==> src/sha_pkg.sv <==
package sha_pkg;

   localparam int WordWidth  = 32;
   localparam int BlockBytes = 64;
   localparam int CountWidth = 61;

   localparam logic [31:0] ROUND_K [64] = '{
      32'h428a2f98, 32'h71374491, 32'hb5c0fbcf, 32'he9b5dba5, 32'h3956c25b, 32'h59f111f1,
      32'h923f82a4, 32'hab1c5ed5, 32'hd807aa98, 32'h12835b01, 32'h243185be, 32'h550c7dc3,
      32'h72be5d74, 32'h80deb1fe, 32'h9bdc06a7, 32'hc19bf174, 32'he49b69c1, 32'hefbe4786,
      32'h0fc19dc6, 32'h240ca1cc, 32'h2de92c6f, 32'h4a7484aa, 32'h5cb0a9dc, 32'h76f988da,
      32'h983e5152, 32'ha831c66d, 32'hb00327c8, 32'hbf597fc7, 32'hc6e00bf3, 32'hd5a79147,
      32'h06ca6351, 32'h14292967, 32'h27b70a85, 32'h2e1b2138, 32'h4d2c6dfc, 32'h53380d13,
      32'h650a7354, 32'h766a0abb, 32'h81c2c92e, 32'h92722c85, 32'ha2bfe8a1, 32'ha81a664b,
      32'hc24b8b70, 32'hc76c51a3, 32'hd192e819, 32'hd6990624, 32'hf40e3585, 32'h106aa070,
      32'h19a4c116, 32'h1e376c08, 32'h2748774c, 32'h34b0bcb5, 32'h391c0cb3, 32'h4ed8aa4a,
      32'h5b9cca4f, 32'h682e6ff3, 32'h748f82ee, 32'h78a5636f, 32'h84c87814, 32'h8cc70208,
      32'h90befffa, 32'ha4506ceb, 32'hbef9a3f7, 32'hc67178f2
   };

   localparam logic [31:0] INIT_HASH [8] = '{
      32'h6a09e667, 32'hbb67ae85, 32'h3c6ef372, 32'ha54ff53a,
      32'h510e527f, 32'h9b05688c, 32'h1f83d9ab, 32'h5be0cd19
   };

   localparam logic [7:0] PAD_BYTE  = 8'h80;
   localparam int         LenOffset = 56;

   function automatic logic [31:0] rotr(input logic [31:0] x, input int n);
      rotr = (x >> n) | (x << (32 - n));
   endfunction

endpackage

==> src/sha256_stream_hasher.sv <==
// channel | dir | tdata                                | tuser
// req     | in  | [7:0] data_byte, [8] byte_valid      | -       tlast = last_byte
// rsp     | out | [31:0] digest_word, [34:32] word_index | -      tlast = last_word
// a byte is written to the buffer memory as it is taken; a full block is
// compressed in load, round and hash update steps
// padding writes up to 64 bytes one per cycle, then compresses once or twice
// after an end marker eight digest beats follow; req_tready is low while a block
// is compressed and from the end marker until the last digest beat is taken
// reset restores the initial hash
module sha256_stream_hasher (
   input  logic        clock,
   input  logic        reset,
   input  logic        req_tvalid,
   output logic        req_tready,
   input  logic [15:0] req_tdata,   // data_byte, byte_valid, zero fill
   input  logic        req_tlast,
   output logic        rsp_tvalid,
   input  logic        rsp_tready,
   output logic [39:0] rsp_tdata,   // digest_word, word_index, zero fill
   output logic        rsp_tlast
);

   typedef enum logic [2:0] {
      S_IDLE, S_LOAD, S_ROUND, S_UPDATE, S_PAD, S_OUT
   } state_type;

   state_type   state_ff;
   logic [7:0]  buf_mem [64];
   logic [31:0] hash_mem [8];
   logic [7:0]  buf_q_ff;
   logic [5:0]  buf_rd_ff;
   logic [60:0] count_ff;
   logic [6:0]  cnt_ff;
   logic        pad_seen_ff;
   logic [31:0] wacc_ff;
   logic [31:0] w_ff [16];
   logic [31:0] v_ff [8];
   logic [31:0] h_q_ff;
   logic [2:0]  h_rd_ff;
   logic        final_ff;
   logic [5:0]  pad_ff;
   logic        pad_len_ff;
   logic [31:0] out_word_ff;
   logic [2:0]  out_idx_ff;
   logic        out_valid_ff;

   logic        buf_we;
   logic [5:0]  buf_wa;
   logic [7:0]  buf_wd;
   logic [63:0] bits;
   logic [31:0] w_new, w_cur, t1, t2;
   logic [5:0]  r;

   assign req_tready = (state_ff == S_IDLE);
   assign bits       = {count_ff, 3'b000};
   assign rsp_tvalid = out_valid_ff;
   assign rsp_tdata  = {5'd0, out_idx_ff, out_word_ff};
   assign rsp_tlast  = out_valid_ff && (out_idx_ff == 3'd7);

   always_ff @(posedge clock) begin
      if (buf_we) begin
         buf_mem[buf_wa] <= buf_wd;
      end
      buf_q_ff <= buf_mem[buf_rd_ff];
      h_q_ff   <= hash_mem[h_rd_ff];
   end

   always_comb begin
      buf_we = 1'b0;
      buf_wa = count_ff[5:0];
      buf_wd = req_tdata[7:0];
      if (state_ff == S_IDLE && req_tvalid && req_tdata[8]) begin
         buf_we = 1'b1;
      end else if (state_ff == S_PAD) begin
         buf_we = 1'b1;
         buf_wa = pad_ff;
         if (pad_ff == count_ff[5:0] && !pad_len_ff) begin
            buf_wd = sha_pkg::PAD_BYTE;
         end else if (pad_ff >= 6'(sha_pkg::LenOffset) && pad_len_ff) begin
            buf_wd = bits[8'(63 - 8 * (32'(pad_ff) - 56)) -: 8];
         end else begin
            buf_wd = 8'd0;
         end
      end
   end

   assign r = cnt_ff[5:0];
   assign w_new = (sha_pkg::rotr(w_ff[14], 17) ^ sha_pkg::rotr(w_ff[14], 19) ^ (w_ff[14] >> 10))
                + w_ff[9] + (sha_pkg::rotr(w_ff[1], 7) ^ sha_pkg::rotr(w_ff[1], 18)
                ^ (w_ff[1] >> 3)) + w_ff[0];
   assign w_cur = (cnt_ff >= 7'd16) ? w_new : w_ff[0];
   assign t1 = v_ff[7] + (sha_pkg::rotr(v_ff[4], 6) ^ sha_pkg::rotr(v_ff[4], 11)
             ^ sha_pkg::rotr(v_ff[4], 25)) + ((v_ff[4] & v_ff[5]) ^ (~v_ff[4] & v_ff[6]))
             + sha_pkg::ROUND_K[r] + w_cur;
   assign t2 = (sha_pkg::rotr(v_ff[0], 2) ^ sha_pkg::rotr(v_ff[0], 13)
             ^ sha_pkg::rotr(v_ff[0], 22)) + ((v_ff[0] & v_ff[1]) ^ (v_ff[0] & v_ff[2])
             ^ (v_ff[1] & v_ff[2]));

   // state machine; in load, buffer bytes are read one per cycle and hash words are read into working vars
   always_ff @(posedge clock) begin
      if (reset) begin
         state_ff     <= S_IDLE;
         count_ff     <= '0;
         out_valid_ff <= 1'b0;
         final_ff     <= 1'b0;
         cnt_ff       <= '0;
         pad_seen_ff  <= 1'b0;
         buf_rd_ff    <= '0;
         h_rd_ff      <= '0;
         pad_ff       <= '0;
         pad_len_ff   <= 1'b0;
         for (int i = 0; i < 8; i++) begin
            hash_mem[i] <= sha_pkg::INIT_HASH[i];
         end
      end else begin
         case (state_ff)
            S_IDLE: begin
               if (req_tvalid) begin
                  final_ff <= req_tlast;
                  if (req_tdata[8]) begin
                     count_ff <= count_ff + 61'd1;
                  end
                  if (req_tdata[8] && count_ff[5:0] == 6'd63) begin
                     state_ff    <= S_LOAD;
                     cnt_ff      <= '0;
                     buf_rd_ff   <= 6'd0;
                     h_rd_ff     <= 3'd0;
                     pad_seen_ff <= 1'b0;
                  end else if (req_tlast) begin
                     state_ff    <= S_PAD;
                     pad_len_ff  <= 1'b0;
                     pad_seen_ff <= 1'b1;
                     pad_ff      <= req_tdata[8] ? count_ff[5:0] + 6'd1 : count_ff[5:0];
                  end
               end
            end
            S_PAD: begin
               // first pass: pad byte, zeros, length if it fits; else second pass: zeros, length
               pad_ff <= pad_ff + 6'd1;
               if (!pad_len_ff && pad_ff == 6'd63) begin
                  state_ff   <= S_LOAD;
                  cnt_ff     <= '0;
                  buf_rd_ff  <= '0;
                  h_rd_ff    <= '0;
               end else if (!pad_len_ff && pad_ff == 6'd55
                            && count_ff[5:0] <= 6'd55) begin
                  pad_len_ff <= 1'b1;
               end else if (pad_len_ff && pad_ff == 6'd63) begin
                  state_ff   <= S_LOAD;
                  cnt_ff     <= '0;
                  buf_rd_ff  <= '0;
                  h_rd_ff    <= '0;
               end
            end
            S_LOAD: begin
               // read byte k from the buffer, capture the previously read byte
               buf_rd_ff <= buf_rd_ff + 6'd1;
               if (cnt_ff != 7'd0) begin
                  wacc_ff <= {wacc_ff[23:0], buf_q_ff};
                  if (cnt_ff[1:0] == 2'd0) begin
                     for (int i = 0; i < 15; i++) begin
                        w_ff[i] <= w_ff[i + 1];
                     end
                     w_ff[15] <= {wacc_ff[23:0], buf_q_ff};
                  end
               end
               if (cnt_ff >= 7'd1 && cnt_ff <= 7'd8) begin
                  for (int i = 0; i < 7; i++) begin
                     v_ff[i] <= v_ff[i + 1];
                  end
                  v_ff[7] <= h_q_ff;
               end
               h_rd_ff <= h_rd_ff + 3'd1;
               cnt_ff  <= cnt_ff + 7'd1;
               if (cnt_ff == 7'd64) begin
                  state_ff <= S_ROUND;
                  cnt_ff   <= '0;
               end
            end
            S_ROUND: begin
               for (int i = 0; i < 15; i++) begin
                  w_ff[i] <= w_ff[i + 1];
               end
               w_ff[15] <= w_cur;
               v_ff[7] <= v_ff[6];
               v_ff[6] <= v_ff[5];
               v_ff[5] <= v_ff[4];
               v_ff[4] <= v_ff[3] + t1;
               v_ff[3] <= v_ff[2];
               v_ff[2] <= v_ff[1];
               v_ff[1] <= v_ff[0];
               v_ff[0] <= t1 + t2;
               cnt_ff  <= cnt_ff + 7'd1;
               if (cnt_ff == 7'd63) begin
                  state_ff <= S_UPDATE;
                  cnt_ff   <= '0;
               end
            end
            S_UPDATE: begin
               cnt_ff <= cnt_ff + 7'd1;
               hash_mem[cnt_ff[2:0]] <= hash_mem[cnt_ff[2:0]] + v_ff[cnt_ff[2:0]];
               if (cnt_ff == 7'd7) begin
                  cnt_ff <= '0;
                  if (!final_ff) begin
                     state_ff <= S_IDLE;
                  end else if (!pad_seen_ff) begin
                     // end marker came with the byte that filled the block
                     state_ff    <= S_PAD;
                     pad_ff      <= count_ff[5:0];
                     pad_len_ff  <= 1'b0;
                     pad_seen_ff <= 1'b1;
                  end else if (!pad_len_ff) begin
                     state_ff   <= S_PAD;
                     pad_ff     <= '0;
                     pad_len_ff <= 1'b1;
                  end else begin
                     state_ff <= S_OUT;
                  end
               end
            end
            S_OUT: begin
               if (!out_valid_ff || rsp_tready) begin
                  if (cnt_ff == 7'd8) begin
                     out_valid_ff <= 1'b0;
                     if (!out_valid_ff || rsp_tready) begin
                        state_ff <= S_IDLE;
                        count_ff <= '0;
                        final_ff <= 1'b0;
                        cnt_ff   <= '0;
                        for (int i = 0; i < 8; i++) begin
                           hash_mem[i] <= sha_pkg::INIT_HASH[i];
                        end
                     end
                  end else begin
                     out_valid_ff <= 1'b1;
                     out_word_ff  <= hash_mem[cnt_ff[2:0]];
                     out_idx_ff   <= cnt_ff[2:0];
                     cnt_ff       <= cnt_ff + 7'd1;
                  end
               end
            end
            default: state_ff <= S_IDLE;
         endcase
      end
   end

`ifndef NO_ASSERTIONS
   a_ready_idle: assert property (@(posedge clock) disable iff (reset)
      rsp_tvalid |-> !req_tready) else $error("input taken during digest");
   a_last_idx: assert property (@(posedge clock) disable iff (reset)
      rsp_tvalid && rsp_tready && !rsp_tlast |=> rsp_tvalid || state_ff == S_OUT)
      else $error("digest beats broken");
   a_round_len: assert property (@(posedge clock) disable iff (reset)
      state_ff == S_ROUND && cnt_ff == 7'd63 |=> state_ff == S_UPDATE)
      else $error("round count wrong");
`endif

endmodule

==> config.mk <==
export PLATFORM = sky130hd
export DESIGN_NAME = sha256_stream_hasher
export DESIGN_NICKNAME = d
export VERILOG_FILES = /design/src/sha_pkg.sv /design/src/sha256_stream_hasher.sv
export SDC_FILE = /design/constraint.sdc
export NUM_CORES = 2
export LEC_CHECK = 0
export BUFFER_PORTS_ARGS = -buffer_cell sky130_fd_sc_hd__buf_4
export CAP_MARGIN = 10
export CORE_MARGIN = 2
export CORE_UTILIZATION = 40
export DETAILED_ROUTE_END_ITERATION = 10
export GPL_TIMING_DRIVEN = 0
export SYNTH_ARGS = -nofsm -noshare
export SYNTH_HDL_FRONTEND = slang
export SYNTH_SLANG_ARGS = --single-unit
==> constraint.sdc <==
create_clock -name clock -period 85.2 [get_ports clock]
set_input_delay 25.56 -clock clock [delete_from_list [all_inputs] [get_ports clock]]
set_output_delay 25.56 -clock clock [all_outputs]
set_load 0.03 [all_outputs]
# Word level (Yosys, flattened, before mapping)
# Memories as Yosys holds them, arrays and structs flattened. A register that Yosys moved wholly into a read port is not among the register bits.
# Cells that the tools add are included.
# Widths: inputs -> output; s select.
dict set report totals {
  out_inout_bits 43
  ramBits 1536
  word_cells 317
  mem_bits_ro 2048
  mem_count 5
  in_bits 21
  latch_bits 0
  ff_bits 149
}
# memory depth width rd rd_ports_with_merged_regs wr line_no
set mem_list {}
lappend mem_list {{(no name shown)} 64 32 1 0 0 sha256_stream_hasher.sv:94} ;# + sha_pkg::ROUND_K[r] + w_cur;
lappend mem_list {buf_mem 64 8 1 1 1 sha256_stream_hasher.sv:28} ;# logic [7:0] buf_mem [64];
lappend mem_list {w_ff 16 32 16 0 16 sha256_stream_hasher.sv:36} ;# logic [31:0] w_ff [16];
lappend mem_list {hash_mem 8 32 2 2 8 sha256_stream_hasher.sv:29} ;# logic [31:0] hash_mem [8];
lappend mem_list {v_ff 8 32 9 1 8 sha256_stream_hasher.sv:37} ;# logic [31:0] v_ff [8];
dict set report op_classes {
  multipliers 0
  muxes 146
  order_cmp 6
  n_bitwise 62
  n_reduce_logical 34
  n_eq_ne 31
  n_div 0
  shifts 1
  add_sub_neg 19
}
# operator n
set op_table {}
lappend op_table {{$mux 32} 36}
lappend op_table {{$add 32x32->32} 11}
lappend op_table {{$xor 32x32->32} 9}
lappend op_table {{$mux 61} 4}
lappend op_table {{$and 32x32->32} 5}
lappend op_table {{$pmux 61 s2} 1}
lappend op_table {{$mux 6} 15}
lappend op_table {{$shiftx 71x9->8} 1}
lappend op_table {{$mux 7} 10}
lappend op_table {{$mux 3} 22}
lappend op_table {{$add 61x1->61 const B} 1}
lappend op_table {{$mux 1} 46}
lappend op_table {{$pmux 7 s6} 1}
lappend op_table {{$pmux 6 s3} 2}
lappend op_table {{$mux 8} 4}
lappend op_table {{$not 32->32} 1}
lappend op_table {{$or 1x1->1} 32}
lappend op_table {{$or 10x32->32} 1}
lappend op_table {{$or 13x32->32} 1}
lappend op_table {{$or 14x32->32} 1}
lappend op_table {{$or 15x32->32} 1}
lappend op_table {{$or 19x32->32} 1}
lappend op_table {{$or 21x32->32} 1}
lappend op_table {{$or 25x32->32} 1}
lappend op_table {{53 further kinds} 91}

# Depth between registers and ports, before layout
# An unclocked memory read counts as a cell.
dict set report depth {
  depth_word 11
  ltp_mapped 46
}

# Worst setup path after synthesis
# OpenSTA, ideal clock, no wires.
dict set report synth_path {
  path_type {input port to flip-flop}
  startpoint {input port reset}
  endpoint {memory v_ff[0][0], enable pin}
  path_buffers 1
  arrival_time_ps 43835
  path_slack_ps 40138
  required_time_ps 83973
  path_stages 3
  setup_time_ps 1227
  path_cell_list {clkbuf_1 -> a311o_1 -> o21ai_0}
}
# item line_no
set synth_lines {}
lappend synth_lines {{from (decl)} sha256_stream_hasher.sv:12} ;# input logic reset,
lappend synth_lines {{to (decl)} sha256_stream_hasher.sv:37}

==> impl_results.md <==
* Status: completed
* Async S/R FF share, synth at 0%
* Synth cell types at 86
* Antenna viol nets, final at 0
* Initial antenna violation count at 7
* Max Fclk at 0.0334 GHz
* Synth Register Bits at 1728
* Final period util at 35.1%
* Tot GR Track Use at 24.7%
* Die H at 470 µm
* Syn-to-layout area delta at 13.0%
* Slowest cell delay on critical path at 1.06 ns
* Cells on Worst Hold Path at 0
* Reg2reg setup slack at 72.98 ns
* Die area at 0.221 mm²
* Worst slew margin at 6.26%
* CTS HTree Levels at 4
* DRT Pass-1 Iters at 9
* Setup Fix Bufs, Post-CTS at 0
* Worst EP arrival at 30.49 ns
* Top FF cell, synth: edfxtp_1
* Largest family of logic cells by synthesized area: multiplexers
* Vias in the first global route at 54800
* Hold Violations, Final at 0
* Port bufs at 51
* Seq/Total Area, Yosys at 58.3%
* HPWL Detailed at 206000 µm
* Worst Max-Slew Pin Slew at 1.41 ns
* Post-route minimum period at 29.93 ns
* Layout fillers at 19100
* Cells resized by post-CTS repair at 0
* Crit. End Element: register
* VDD IR max at 0.0576 mV
* Hold Crit Class: register to register
* Most frequent cells in the layout: 1595 x edfxtp_1, 956 x nand2_1, 405 x nor2_1
* Share of cells above drive strength 1 at 14.2%
* Wire per inst at 28.5 µm
* CTS tree: done
* Total routed wirelength at 278000 µm
* Reg-to-reg critical path endpoint: v_ff[0][31]
* CTS Buffer Depth at 3
* Synth Area in Adders at 7.09%
* Commonest non-fill, non-tap cell in the layout: edfxtp_1
* 1st-iter DRT viols at 6748
* Std-Cell Core Area at 0.215 mm²
* Min-delay src: w_ff[1][121]
* Launch point of the worst path: reset
* PnR Total Power at 4440 µW
* Via count at 56100
* Clock-pin slew on the worst setup and hold paths at 0.07 ns
* Max_cap viols at 0
* DRC viols at 0
* Largest net degree at the start of global routing at 74
* Synth Area in Compound Gates at 6.30%
* I/O pin total at 64
* Pwr/cell area at 45.3 mW/mm²
* Reg2reg start: w_ff[0][41]
* Die X at 470 µm
* Global route total overflow at 0
* Post-Syn Instances at 6466
* Hold endpoint: w_ff[1][89]
* Post-synthesis xor/xnor area fraction at 4.53%
* Nets@finish at 7159
* Post-Synthesis Cell Area at 0.0868 mm²
* Worst Reg-to-Reg Cells at 41
* Synthesis Warnings at 0
* Post-route clock skew at 0.0653 ns
* Num rows at 170
* Worst Setup Path Type: input pin to register
* Setup tns final at 0 ns
* Cts hold-fix bufs at 0
* Mapped Avg Cell Area at 13.4 µm²
* Leakage power at 0.0332 µW
* First-pass GRT wire length at 393000 µm
* Clk_lat worst skew at 0.88 ns
* Max Slew Vio Count at 0
* Largest fanout on the critical path at 73
* CP required at 85.76 ns
* CP startpoint kind: input pin
* Clock sink count at 1728
* Initial Util at 40.3%
* Area share of and/or/nand/nor cells after synthesis at 8.52%
* Cell Chain, Critical Path: buf_4 > nand3b_1 > clkbuf_1 > clkbuf_1 > clkbuf_1 > nand2_4 > buf_16 > buf_16 > buf_16 > buf_16
* Mux cell area share after synthesis at 12.1%
* EDFF count, synth at 1595
* Vias per cell at 5.75
* Root Driver: clkbuf_16
* TritonCTS buffer count at 180
* Setup violators final at 0
* RSZ-0062 raised after global routing: false
* Cell mode on critical path: buf_16
* GPL Wtd Cong at 0.983
* Worst path slowest cell: clkbuf_1
metal layers:
layer | global-route usage [%] | vias up | part of all wire (%)
met1 | 34.5 | 28700 | 42
met3 | 5.41 | 520 | 9.1
met4 | 9.53 | 6 | 4.1
li1 | - | 24300 | -
met2 | 37.8 | 2700 | 45
met5 | 0 | - | 0.013
how the worst max path moves through the flow:
stage | slack (ns) | to | cells after the start
4_1_cts | 55.33 | w_ff[0][62] | 10
3_5_place_dp | 54.42 | w_ff[0][43] | 10
5_1_grt | 55.17 | w_ff[0][107] | 10
2_1_floorplan | 40.14 | v_ff[0][0] | 3
3_3_place_gp | 29.43 | v_ff[0][5] | 4
6_report | 55.27 | w_ff[0][62] | 10
flip-flops by register name, summed over array words and instances, names as in the netlist, 3 cells and up, named ones only:
name	flops
buf_mem	512
buf_q_ff	8
buf_rd_ff	6
cnt_ff	7
count_ff	61
h_q_ff	32
h_rd_ff	3
hash_mem	256
out_idx_ff	3
out_word_ff	32
pad_ff	6
state_ff	3
v_ff	256
w_ff	512
wacc_ff	24
where the power goes:
group	internal, µW	switching, µW	total, µW
clock	455	355	809
combinational	1000	1590	2590
sequential	1010	30.4	1040
critical path, delay by kind of cell:
family | cells | cell delay, ns
buffers and inverters | 8 | 3.50
AND/OR/NAND/NOR | 2 | 1.32
area by class of cell:
| cell class | instances | area (µm²) | area share [%] |
|---|---|---|---|
| Sequential cell | 1728 | 50600 | 51.6 |
| Multi-Input combinational cell | 4019 | 33600 | 34.3 |
| Clock buffer | 220 | 4760 | 4.85 |
| Tap cell | 2838 | 3550 | 3.62 |
| Timing Repair Buffer | 111 | 1420 | 1.44 |
| Buffer | 361 | 1390 | 1.42 |
| Inverter | 362 | 1360 | 1.39 |
| Clock inverter | 117 | 1330 | 1.36 |
| Antenna cell | 2 | 5.00 | 0.00511 |
kinds of logic (layout without fill, tap and decap cells):
family | after synthesis | count (layout)
mux | 556 | 556
flops | 1728 | 1728
other cells | 1 | 7
xor+xnor | 449 | 449
simple gates | 1737 | 1737
fa+ha+maj | 379 | 379
compound gates | 893 | 893
buf+inv | 723 | 1171
Yosys cell counts, types with 77 or more instances:
cell | number | area (µm²)
edfxtp_1 | 1595 | 47900
nand2_1 | 965 | 3620
nor2_1 | 405 | 1520
mux4_2 | 380 | 8560
inv_1 | 361 | 1360
clkbuf_1 | 296 | 1110
o21ai_0 | 292 | 1460
xnor2_1 | 290 | 2540
a21oi_1 | 245 | 1230
fa_1 | 189 | 3780
ha_1 | 186 | 2330
xor2_1 | 159 | 1390
mux2_2 | 154 | 1730
dfxtp_1 | 133 | 2660
a21o_1 | 101 | 758
nand3_1 | 77 | 385
metrics by stage:
step	cells	worst slack, ns	cell area, µm²	utilization, %	hold slack, ns
after global placement	9359	29.43	90700	42.2	0.400
after global routing	9757	55.17	98000	45.6	0.391
after CTS	9752	55.33	98000	45.6	0.381
final	9758	55.27	98000	45.6	0.377
after detailed placement	9415	54.42	91900	42.7	0.405
after floorplan	6470	40.14	86800	-	0.400
Note: power is estimated with default switching activity, not from simulation.
